[src/rtl/spq_pkg.sv]
// Shared types and constants of the sorted priority queue.
// No dependencies; used by the cell, the top level and the checker.
package spq_pkg;

  localparam int CAPACITY = 64;
  localparam int KEY_BITS = 32;
  localparam int KW       = (KEY_BITS < 32) ? KEY_BITS : 32;
  localparam int CNT_W    = $clog2(CAPACITY + 1);
  localparam int TAG_W    = 16;

  localparam logic CMD_ENQ = 1'b0;
  localparam logic CMD_DEQ = 1'b1;

  typedef enum logic [1:0] {
    ST_ENQ   = 2'd0,
    ST_DEQ   = 2'd1,
    ST_EMPTY = 2'd2,
    ST_FULL  = 2'd3
  } spq_status_e;

  typedef struct packed {
    logic enq;
    logic deq;
  } spq_ctrl_t;

endpackage

[src/rtl/spq_cell.sv]
// One slot of the sorted shift chain: holds a key and a tag.
// Depends on spq_pkg for widths and the control struct.
module spq_cell (
  input  logic                    clk_i,
  input  spq_pkg::spq_ctrl_t      ctrl_i,
  input  logic                    occ_i,
  input  logic [spq_pkg::KW-1:0]  new_key_i,
  input  logic [spq_pkg::TAG_W-1:0] new_tag_i,
  input  logic                    left_ins_i,
  input  logic [spq_pkg::KW-1:0]  left_key_i,
  input  logic [spq_pkg::TAG_W-1:0] left_tag_i,
  input  logic [spq_pkg::KW-1:0]  right_key_i,
  input  logic [spq_pkg::TAG_W-1:0] right_tag_i,
  output logic                    ins_o,
  output logic [spq_pkg::KW-1:0]  key_o,
  output logic [spq_pkg::TAG_W-1:0] tag_o
);
  import spq_pkg::*;

  logic [KW-1:0]    key_q, key_d;
  logic [TAG_W-1:0] tag_q, tag_d;

  assign ins_o = !occ_i || (key_q >= new_key_i);

  always_comb begin
    key_d = key_q;
    tag_d = tag_q;
    priority if (ctrl_i.deq) begin
      key_d = right_key_i;
      tag_d = right_tag_i;
    end else if (ctrl_i.enq && left_ins_i) begin
      key_d = left_key_i;
      tag_d = left_tag_i;
    end else if (ctrl_i.enq && ins_o) begin
      key_d = new_key_i;
      tag_d = new_tag_i;
    end
  end

  always_ff @(posedge clk_i) begin
    key_q <= key_d;
    tag_q <= tag_d;
  end

  assign key_o = key_q;
  assign tag_o = tag_q;

endmodule

[config.mk]
export PLATFORM = sky130hd
export DESIGN_NAME = spq_cell
export DESIGN_NICKNAME = d
export VERILOG_FILES = /design/src/rtl/spq_pkg.sv /design/src/rtl/spq_cell.sv
export SDC_FILE = /design/constraint.sdc
export NUM_CORES = 1
export LEC_CHECK = 0
export BUFFER_PORTS_ARGS = -buffer_cell sky130_fd_sc_hd__buf_2
export CAP_MARGIN = 25
export CORE_MARGIN = 3
export CORE_UTILIZATION = 40
export CTS_BUF_LIST = sky130_fd_sc_hd__clkbuf_8
export DETAILED_ROUTE_END_ITERATION = 10
export GPL_ROUTABILITY_DRIVEN = 0
export GPL_TIMING_DRIVEN = 0
export HOLD_SLACK_MARGIN = 0.05
export PLACE_DENSITY = 0.8
export SYNTH_ARGS = -nofsm -noshare
export SYNTH_HDL_FRONTEND = slang
export SYNTH_SLANG_ARGS = --single-unit
export TNS_END_PERCENT = 20
[constraint.sdc]
create_clock -name clk_i -period 10.1 [get_ports clk_i]
set_clock_uncertainty 0.15 [all_clocks]
set_input_delay 0.505 -clock clk_i [delete_from_list [all_inputs] [get_ports clk_i]]
set_output_delay 0.505 -clock clk_i [all_outputs]
set_load 0.02 [all_outputs]
==> results of run 1 <==
layer usage:
| layer | up-vias | track usage [%] |
|---|---|---|
| li1 | 1569 | - |
| met1 | 1429 | 20.62 |
| met2 | 118 | 37.21 |
| met3 | 11 | 4.691 |
| met4 | 0 | 4.621 |
| met5 | - | 0 |
flip-flops by register name, summed over array words and instances (netlist names):
signal  count
key_o      32
tag_o      16
layout by cell type (no fill, tap or decap):
master / netlist / layout
sky130_fd_sc_hd__a2111oi_2: 1 / 1
sky130_fd_sc_hd__a211o_1: 1 / 1
sky130_fd_sc_hd__a211oi_1: 2 / 2
sky130_fd_sc_hd__a21o_1: 4 / 4
sky130_fd_sc_hd__a21oi_1: 11 / 11
sky130_fd_sc_hd__a31oi_4: 0 / 1
sky130_fd_sc_hd__buf_12: 0 / 1
sky130_fd_sc_hd__buf_2: 4 / 200
sky130_fd_sc_hd__buf_4: 1 / 1
sky130_fd_sc_hd__buf_6: 1 / 1
sky130_fd_sc_hd__bufinv_16: 0 / 1
sky130_fd_sc_hd__clkbuf_1: 10 / 10
sky130_fd_sc_hd__clkbuf_8: 0 / 5
sky130_fd_sc_hd__clkinv_2: 0 / 1
sky130_fd_sc_hd__clkinvlp_4: 0 / 1
sky130_fd_sc_hd__edfxtp_1: 48 / 48
sky130_fd_sc_hd__ha_1: 32 / 32
sky130_fd_sc_hd__inv_1: 33 / 33
sky130_fd_sc_hd__mux2i_1: 48 / 48
sky130_fd_sc_hd__nand2_1: 53 / 53
sky130_fd_sc_hd__nand2b_4: 1 / 1
sky130_fd_sc_hd__nand3_1: 5 / 5
sky130_fd_sc_hd__nand4_1: 6 / 6
sky130_fd_sc_hd__nand4_2: 1 / 1
sky130_fd_sc_hd__nor2_1: 4 / 4
sky130_fd_sc_hd__nor4_2: 1 / 1
sky130_fd_sc_hd__o21a_1: 2 / 2
sky130_fd_sc_hd__o21ai_0: 49 / 49
sky130_fd_sc_hd__o31ai_1: 1 / 1
sky130_fd_sc_hd__o32ai_1: 1 / 1
sky130_fd_sc_hd__or3_1: 2 / 2
critical path: cells and delay by family, from the launching register on:
| kind | cells | cell delay (ns) |
|---|---|---|
| AO/OA/AOI/OAI | 3 | 1.16 |
| adder cells (fa/ha/maj) | 1 | 0.33 |
| flip-flops | 1 | 0.41 |
| buffers and inverters | 1 | 0.28 |
| AND/OR/NAND/NOR | 2 | 0.54 |
per-stage QoR:
stage	worst slack (ns)	cell area, sq um	std cells	utilization [%]
after floorplan	5.253	3257	323	-
after global placement	3.860	4365	621	55.91
after detailed placement	6.669	4400	622	56.36
after CTS	6.879	4512	630	57.79
after global routing	6.751	4512	630	57.79
final	6.913	4512	630	57.79
worst max path at each step:
stage,slack [ns],end,startpoint,depth (start not counted)
floorplan,5.25,key_o[0],key_o[30],6
global placement,3.86,key_o[0],new_key_i[30],8
detailed placement,6.67,tag_o[14],new_key_i[13],9
CTS,6.88,key_o[30],key_o[13],7
global route,6.75,tag_o[15],key_o[13],7
finish,6.91,key_o[29],key_o[13],7
cell families after synthesis:
| group | count (synthesis) | synth area share [%] |
|---|---|---|
| AO/OA/AOI/OAI | 73 | 12.49 |
| multiplexers | 48 | 14.75 |
| AND/OR/NAND/NOR | 73 | 10.06 |
| adder cells (fa/ha/maj) | 32 | 12.29 |
| flip-flops | 48 | 44.26 |
| buffers and inverters | 49 | 6.147 |
layout make-up:
cell class / instances / area (sq um)
repair buffers: 197 / 1001
fillers: 704 / 3296
plain buffers: 16 / 76.32
flip-flops and latches: 48 / 1441
well taps: 102 / 127.6
multi-input cells: 226 / 1630
inverters: 33 / 123.9
clock buffers: 5 / 68.82
clock inverters: 3 / 42.54
power by group:
group | internal (mW) | switching, mW | total (mW)
clock | 0.0733 | 0.0655 | 0.139
sequential | 0.246 | 0.00945 | 0.256
combinational | 0.0713 | 0.0955 | 0.167
total | 0.391 | 0.170 | 0.561
==> implementation parameters, run 1 <==
Parameter                              Value

CTS
  Clock latency of the later-clocked register in the worst-skew pair    ~0.3 ns
  Number of buffers created by CTS    5
  Clock buffer depth    2
  Sink Count    48
  Clock tree from TritonCTS    built
  Setup Fix Bufs, Post-CTS    0
  Hold-fix buffers at CTS    0
  H-tree level count    2
  Clock slew at the register clock pins of the worst setup and hold paths    0.09 ns
  Clk Tree Root Cell    sky130_fd_sc_hd__clkbuf_8
  Gates resized, CTS repair    0

Min path
  Hold Path Class    primary input to flop
  Depth of the worst hold-timing path    3
  Min-delay src    right_tag_i[13]
  Worst Hold Path EP    tag_o[13]

Place
  Post-detailed-placement half-perimeter wirelength    7606 um
  Count of input and output buffers    roughly 200

Routing
  Detail-routed via count per cell    approximately 5.0
  Uppermost metal layer occupied by signal nets    met4
  Detailed-routing wirelength on met1    approximately 3500 um
  Wire length on met3    between 700 and 800 um
  Initial DRC count    between 50 and 60
  Total number of vias    ~3.1k
  Routed wl met2    roughly 4800 um
  Remaining routing DRC violations    0
  Number of search-and-repair iterations in the first detailed-routing pass    4
  Number of nets with antenna violations after routing    0
  WL final    between 9000 and 10000 um
  Routed wire per std cell    14.57 um

Floorplan
  Area of the die    a little over 0.009 sq mm
  Area of the core    0.007807 sq mm
  Number of top-level design ports    198
  DIE WIDTH    between 90 and 100 um
  Count of standard-cell rows    32
  Initial cell density of the core    about two fifths
  Height of the die    96.24 um

Worst setup path
  Category of the critical setup timing path    flop to flop
  Cell count of the worst reg-to-reg path    7
  Worst flop-to-flop path startpoint    key_o[13]
  Slowest stage cell, crit path    sky130_fd_sc_hd__a31oi_4
  Type of destination of the critical path    flop
  Startpoint type of the worst setup path    flop
  Critical path, cell by cell    ha_1, nand4_2, or3_1, o32ai_1, o31ai_1, a31oi_4, buf_12
  Critical path data arrival time    just over 3 ns
  Critical path fanouts, max    29
  Required arrival time at the worst endpoint    approximately 10 ns
  Worst reg-to-reg setup slack    roughly 6.9 ns
  Delay contributed by the slowest stage of the critical path    0.65 ns
  Worst reg2reg path endpoint    key_o[29]

STA
  Final clock period utilization by the worst path    31.55%
  Worst relative slew slack    47.44%
  Setup repair after global routing missed its margin    no
  Peak clock frequency supported by timing    approximately 0.31 GHz
  Min Clock Period, post-route    about 3.2 ns
  Actual transition at the worst max-transition pin    just under 0.8 ns
  Setup TNS    0 ns
  Slew Limit Fails    0
  Count of final setup violators    0
  Hold Worst Slack    roughly 0.33 ns
  Final hold violations    0

Logic synthesis
  Flop and latch count out of synthesis    between 40 and 50
  Most used DFF post-synth    sky130_fd_sc_hd__edfxtp_1
  Post-synth top cells    sky130_fd_sc_hd__nand2_1, sky130_fd_sc_hd__o21ai_0, sky130_fd_sc_hd__edfxtp_1, sky130_fd_sc_hd__mux2i_1, sky130_fd_sc_hd__inv_1
  Top cells by area, synth    sky130_fd_sc_hd__edfxtp_1, sky130_fd_sc_hd__mux2i_1, sky130_fd_sc_hd__ha_1, sky130_fd_sc_hd__o21ai_0, sky130_fd_sc_hd__nand2_1
  Post-Synthesis Cells    ~320
  Fraction of registers with async set or reset after synthesis    0%
  Number of synthesized flops with an enable pin    48
  Post-synthesis cell type with the largest combined area    sky130_fd_sc_hd__edfxtp_1
  Post-Synthesis Mean Instance Area    10.08 sq um
  Synth top area share    44.26%
  Synth Warn #    0
  Distinct cell type count of the synthesized netlist    26
  Portion of the post-synthesis area used by sequential elements    around 44%
  Synthesized Nets    between 500 and 600
  Netlist area before placement    about 0.0033 sq mm
  Library cell with the highest instance count after synthesis    sky130_fd_sc_hd__nand2_1

Outcome
  Outcome    finished, final reports clean

Global route
  Largest net degree at the start of global routing    30
  First-pass GRT wire length    roughly 14000 um
  Total Routing Usage GR    ~19%
  GRT overflow    0
  Vias in the first global route    3055
  Number of antenna violations at the first check in global routing    0

Cells and area
  Synth-to-layout area growth    38.53%
  Number of nets in the layout    708
  Share of final-layout standard cells stronger than drive strength 1    40.91%
  Final antenna diode count    0

Run
  Number of maximum-capacitance violations    0

Pwr
  Leakage Power    about 2.5 nW
  Total Power    approximately 0.56 mW
  Maximum VDD drop    about 0.062 mV
  PD cells    ~120 mW/mm^2
Note: power is estimated with default switching activity, not from simulation.
==> run 2, diff against run 1 <==
--- a/config.mk
+++ b/config.mk
@@ -14,7 +14,7 @@
 export GPL_ROUTABILITY_DRIVEN = 0
 export GPL_TIMING_DRIVEN = 0
 export HOLD_SLACK_MARGIN = 0.05
-export PLACE_DENSITY = 0.8
+export PLACE_DENSITY = 0.83
 export SYNTH_ARGS = -nofsm -noshare
 export SYNTH_HDL_FRONTEND = slang
 export SYNTH_SLANG_ARGS = --single-unit
==> constraint.sdc (replaced) <==
create_clock -name clk_i -period 2.9 [get_ports clk_i]
set_clock_uncertainty 0.15 [all_clocks]
set_input_delay 0.145 -clock clk_i [delete_from_list [all_inputs] [get_ports clk_i]]
set_output_delay 0.145 -clock clk_i [all_outputs]
set_load 0.02 [all_outputs]
==> implementation parameters, run 2 (same netlist as run 1, synthesis figures left out) <==
Parameter                              Value

Routing
  Number of nets with antenna violations after routing    0 (unchanged)
  Initial DRC count    146 (+150%)
  Routed wire per std cell    16.16 um (+11%)
  WL final    11050 um (+20%)
  Number of search-and-repair iterations in the first detailed-routing pass    4 (unchanged)
  Remaining routing DRC violations    0 (unchanged)
  Detail-routed via count per cell    5.063 (+2.0%)
  Total number of vias    3463 (+11%)

STA
  Slew Limit Fails    0 (unchanged)
  Setup repair after global routing missed its margin    no
  Count of final setup violators    0 (unchanged)
  Peak clock frequency supported by timing    0.3668 GHz (+17%)
  Worst relative slew slack    65.31% (+18 points)
  Final hold violations    0 (unchanged)
  Min Clock Period, post-route    2.727 ns (-0.4605 ns)
  Actual transition at the worst max-transition pin    0.5172 ns (-0.2712 ns)
  Final worst-path setup slack    0.1735 ns (-6.740 ns)
  Final clock period utilization by the worst path    94.02% (+62 points)

Run
  Number of maximum-capacitance violations    0 (unchanged)

CTS
  Clock buffer depth    2 (unchanged)
  Clock tree from TritonCTS    built
  Sink Count    48 (unchanged)
  Number of buffers created by CTS    5 (unchanged)
  H-tree level count    2 (unchanged)
  Clock latency of the later-clocked register in the worst-skew pair    0.30 ns (about the same)
  Clk Tree Root Cell    sky130_fd_sc_hd__clkbuf_8
  Clock slew at the register clock pins of the worst setup and hold paths    0.10 ns (about the same)

Worst setup path
  Critical path data arrival time    2.53 ns (-0.51 ns)
  Type of destination of the critical path    flop
  Category of the critical setup timing path    flop to flop
  Required arrival time at the worst endpoint    2.71 ns (-7.24 ns)
  Worst reg-to-reg setup slack    0.17 ns (-6.74 ns)
  Critical path fanouts, max    10 (-66%)
  Startpoint type of the worst setup path    flop
  Cell count of the worst reg-to-reg path    6 (-1)

Place
  Pre-CTS WS    -0.2545 ns (-6.924 ns)
  Count of input and output buffers    196 (unchanged)
  Post-detailed-placement half-perimeter wirelength    7789 um (+2.4%)

Floorplan
  Count of standard-cell rows    32 (unchanged)
  Area of the die    0.009261 sq mm (unchanged)
  DIE WIDTH    96.24 um (unchanged)
  Number of top-level design ports    198 (unchanged)
  Initial cell density of the core    41.71% (unchanged)
  Height of the die    96.24 um (unchanged)
  Area of the core    0.007807 sq mm (unchanged)

Pwr
  PD cells    414.7 mW/mm^2 (+230%)
  Leakage Power    2.702 nW (+9.7%)
  Total Power    2.142 mW (+280%)
  Maximum VDD drop    0.2252 mV (+260%)

Global route
  GRT overflow    0 (unchanged)
  Total Routing Usage GR    23.43% (+4.2 points)
  Vias in the first global route    3575 (+17%)
  First-pass GRT wire length    16430 um (+21%)
  Largest net degree at the start of global routing    30 (unchanged)
  Number of antenna violations at the first check in global routing    0 (unchanged)

Cells and area
  Final antenna diode count    0 (unchanged)
  Number of nets in the layout    763 (+7.8%)
  Synth-to-layout area growth    58.59%
  Top library cells by usage in the layout, fill and taps aside    sky130_fd_sc_hd__buf_2, sky130_fd_sc_hd__nand2_1, sky130_fd_sc_hd__dlygate4sd3_1, sky130_fd_sc_hd__o21ai_0
  Most common library cell in the layout ignoring fill and taps    sky130_fd_sc_hd__buf_2
  Share of final-layout standard cells stronger than drive strength 1    38.14% (-2.8 points)
  Max reg flops    32 (unchanged)

Min path
  Hold Path Class    primary input to flop
  Depth of the worst hold-timing path    3 (unchanged)

Outcome
  Outcome    finished, final reports clean
## run 2: cell count changes in the layout (fill, tap and decap cells not counted), sizes merged
| cell | previous run | this run |
|---|---|---|
| dlygate4sd3 | 0 | 53 |
| buf | 203 | 204 |
| clkinv | 1 | 0 |
| a31oi | 1 | 2 |
| clkinvlp | 1 | 0 |
| bufinv | 1 | 2 |
## run 2: final timing paths
| path | startpoint | to |
|---|---|---|
| max | key_o[30] | key_o[8] |
| min | new_tag_i[10] | tag_o[10] |
| max reg2reg | key_o[30] | key_o[8] |
| min reg2reg | key_o[16] | key_o[23] |
## run 2: where the power goes
group / internal [mW] / leakage [nW] / total, mW / switching (mW)
clock network: 0.340 / 0.0642 / 0.569 / 0.230
logic: 0.312 / 2.14 / 0.678 / 0.366
registers: 0.858 / 0.493 / 0.894 / 0.0366
## run 2: area by class of cell
| cell class | instances | area (sq um) |
|---|---|---|
| Buffer | 16 | 76.32 |
| Multi-Input combinational cell | 227 | 1728 |
| Inverter | 33 | 123.9 |
| Fill cell | 628 | 2643 |
| Clock inverter | 2 | 60.06 |
| Timing Repair Buffer | 251 | 1539 |
| Sequential cell | 48 | 1441 |
| Clock buffer | 5 | 68.82 |
| Tap cell | 102 | 127.6 |
## run 2: critical path, stage by stage (launching register included)
cell	delay, ns
sky130_fd_sc_hd__edfxtp_1	0.42
sky130_fd_sc_hd__ha_1	0.34
sky130_fd_sc_hd__nand4_1	0.16
sky130_fd_sc_hd__or3_1	0.45
sky130_fd_sc_hd__a21oi_1	0.29
sky130_fd_sc_hd__nor4_4	0.13
sky130_fd_sc_hd__a31oi_4	0.44
## run 2: per-stage QoR
stage / std cells / hold WS, ns / utilization [%] / TNS [ns] / instance area (sq um)
final: 684 / 0.05576 / 66.15 / 0 / 5165
after floorplan: 323 / 0.1821 / - / -9.096 / 3331
after global routing: 684 / 0.07463 / 66.15 / 0 / 5165
after CTS: 684 / 0.05226 / 65.93 / -0.02549 / 5147
after global placement: 621 / 0.2675 / 56.86 / -28.70 / 4439
after detailed placement: 622 / 0.2794 / 57.12 / -7.781 / 4459
## run 2: what timing repair did
| item | in CTS | in global routing |
|---|---|---|
| setup buffers | 1 | 0 |
| endpoints found under the setup margin | 48 | 1 |
| resized for setup | 1 | 2 |
| gates cloned | 1 | 0 |
| endpoints found under the hold margin | 48 | 0 |
| hold buffers | 53 | 0 |
| pin swaps | 1 | 0 |
## run 2: metal layers
| layer | global-route usage (%) | up-vias | wire [um] |
|---|---|---|---|
| li1 | - | 1679 | - |
| met1 | 25.44 | 1594 | 4167 |
| met2 | 44.45 | 166 | 5790 |
| met3 | 4.848 | 24 | 878 |
| met4 | 8.057 | 0 | 216 |
| met5 | 0 | - | 0 |
==> run 3, diff against run 2 <==
--- a/config.mk
+++ b/config.mk
@@ -15,6 +15,7 @@
 export GPL_TIMING_DRIVEN = 0
 export HOLD_SLACK_MARGIN = 0.05
 export PLACE_DENSITY = 0.83
+export REMOVE_ABC_BUFFERS = 1
 export SYNTH_ARGS = -nofsm -noshare
 export SYNTH_HDL_FRONTEND = slang
 export SYNTH_SLANG_ARGS = --single-unit
==> implementation parameters, run 3 (same netlist as run 1, synthesis figures left out) <==
Parameter                              Value

Global route
  Largest net degree at the start of global routing    59 (+97%)
  Number of antenna violations at the first check in global routing    0 (unchanged)
  Vias in the first global route    3461 (-3.2%)
  First-pass GRT wire length    15320 um (-6.8%)
  GRT overflow    0 (unchanged)
  Total Routing Usage GR    21.52% (-1.9 points)

Cells and area
  Max reg flops    32 (unchanged)
  Design Area, Final    0.005012 sq mm (-3.0%)
  Fraction of the core area covered by cells at the end of the flow    64.20% (-2.0 points)
  Most common library cell in the layout ignoring fill and taps    sky130_fd_sc_hd__buf_2
  Top library cells by usage in the layout, fill and taps aside    sky130_fd_sc_hd__buf_2, sky130_fd_sc_hd__nand2_1, sky130_fd_sc_hd__dlygate4sd3_1, sky130_fd_sc_hd__o21ai_0
  Share of final-layout standard cells stronger than drive strength 1    38.27% (+0.13 points)
  Synth-to-layout area growth    53.90%
  Number of nets in the layout    747 (-2.1%)

Routing
  Routed wire per std cell    15.16 um (-6.2%)
  Total number of vias    3353 (-3.2%)
  Remaining routing DRC violations    0 (unchanged)
  Initial DRC count    120 (-18%)
  Number of nets with antenna violations after routing    0 (unchanged)
  WL final    10160 um (-8.1%)
  Detail-routed via count per cell    5.004 (-1.2%)
  Number of search-and-repair iterations in the first detailed-routing pass    4 (unchanged)

CTS
  Clock tree from TritonCTS    built
  Clock latency of the later-clocked register in the worst-skew pair    0.30 ns (about the same)
  Clock slew at the register clock pins of the worst setup and hold paths    0.09 ns (about the same)
  Number of buffers created by CTS    5 (unchanged)
  Clk Tree Root Cell    sky130_fd_sc_hd__clkbuf_8
  H-tree level count    2 (unchanged)
  Sink Count    48 (unchanged)
  Clock buffer depth    2 (unchanged)

Worst setup path
  Type of destination of the critical path    flop
  Required arrival time at the worst endpoint    2.76 ns (+0.05 ns)
  Critical path data arrival time    2.60 ns (+0.07 ns)
  Startpoint type of the worst setup path    flop
  Critical path fanouts, max    18 (+8)
  Category of the critical setup timing path    flop to flop

Pwr
  Switching portion of total power    31.43% (+1.9 points)
  Maximum VDD drop    0.2312 mV (+2.6%)
  Leakage Power    2.672 nW (-1.1%)
  Flop pwr share    46.1% (+4.3 points)
  Clk network pwr share    20.2% (-6.4 points)
  Sw Pwr    0.6075 mW (-3.9%)
  Power share of the combinational group    33.7% (+2.0 points)
  Internal Pwr Total    1.325 mW (-12%)
  PD cells    385.6 mW/mm^2 (-7.0%)

Floorplan
  Height of the die    96.24 um (unchanged)
  Area of the core    0.007807 sq mm (unchanged)
  DIE WIDTH    96.24 um (unchanged)
  Area of the die    0.009261 sq mm (unchanged)
  Initial cell density of the core    41.71% (unchanged)
  Number of top-level design ports    198 (unchanged)
  Count of standard-cell rows    32 (unchanged)

STA
  Worst relative slew slack    55.89% (-9.4 points)
  Final clock period utilization by the worst path    94.43% (+0.42 points)
  Actual transition at the worst max-transition pin    0.6594 ns (+0.1422 ns)
  Count of final setup violators    0 (unchanged)
  Final hold violations    0 (unchanged)
  Min Clock Period, post-route    2.739 ns (+0.01205 ns)
  Slew Limit Fails    0 (unchanged)
  Peak clock frequency supported by timing    0.3652 GHz (-0.44%)
  Setup repair after global routing missed its margin    no

Outcome
  Outcome    finished, final reports clean

Place
  Count of input and output buffers    197 (+0.51%)
  Post-detailed-placement half-perimeter wirelength    7280 um (-6.5%)
  Instance area after placement    0.004407 sq mm (-1.2%)

Min path
  Hold Path Class    primary input to flop

Run
  Number of maximum-capacitance violations    0 (unchanged)
## run 3: layout make-up
cell class | instances | area [sq um]
Antenna cell | 1 | 2.502
Clock buffer | 5 | 68.82
Clock inverter | 3 | 13.76
Fill cell | 624 | 2795
Inverter | 33 | 123.9
Multi-Input combinational cell | 226 | 1645
Sequential cell | 48 | 1441
Tap cell | 102 | 127.6
Timing Repair Buffer | 252 | 1589
## run 3: routing by layer
layer	GRT usage, %	part of all wire [%]	routed length, um	vias to the layer above
met2	40.43	51	5226	155
li1	-	-	-	1653
met5	0	0	0	-
met3	4.066	7.3	741	33
met1	22.23	37	3792	1512
met4	11.61	3.9	395	0
## run 3: path summary, 6_finish.rpt
kind	start	endpoint	slack [ns]	cells past startpoint
worst max-delay path	key_o[14]	tag_o[0]	0.16	8
worst min-delay path	left_key_i[3]	key_o[3]	0.05	3
worst max register to register	key_o[14]	tag_o[0]	0.16	8
worst min register to register	key_o[31]	key_o[12]	1.09	5
## run 3: timing repair
action                                  CTS  global route
gates resized for setup                   0             2
hold buffers                             50             0
endpoints found under the setup margin   34            18
pin swaps                                 1             0
endpoints found under the hold margin    48             0
setup buffers                             1             0
## run 3: worst max-delay path, stage by stage, from the launching register on
cell	delay (ns)
sky130_fd_sc_hd__edfxtp_1	0.43
sky130_fd_sc_hd__ha_1	0.34
sky130_fd_sc_hd__nand4_2	0.14
sky130_fd_sc_hd__or3_1	0.40
sky130_fd_sc_hd__o32ai_2	0.23
sky130_fd_sc_hd__o31ai_2	0.13
sky130_fd_sc_hd__a31oi_4	0.26
sky130_fd_sc_hd__buf_16	0.20
sky130_fd_sc_hd__buf_16	0.17
## run 3: power groups by stage
stage | sequential (mW) | combinational (mW) | clock, mW
4_1_cts | 0.892 | 0.647 | 0.407
3_3_place_gp | 0.910 | 0.556 | 0
5_1_grt | 0.902 | 0.720 | 0.427
2_1_floorplan | 1.00 | 0.225 | 0
6_report | 0.891 | 0.651 | 0.390
3_5_place_dp | 0.907 | 0.592 | 0
## run 3: stage by stage
step / cells / setup slack, ns / power (mW) / hold slack (ns) / setup TNS (ns)
final: 670 / 0.1614 / 1.933 / 0.05136 / 0
after global routing: 669 / 0.04011 / 2.049 / 0.06072 / 0
after CTS: 669 / 0.06205 / 1.946 / 0.05034 / 0
after detailed placement: 610 / -0.2663 / 1.499 / 0.2769 / -6.295
after global placement: 606 / -3.204 / 1.465 / 0.2705 / -158.51
after floorplan: 307 / -1.947 / 1.229 / 0.1821 / -93.43
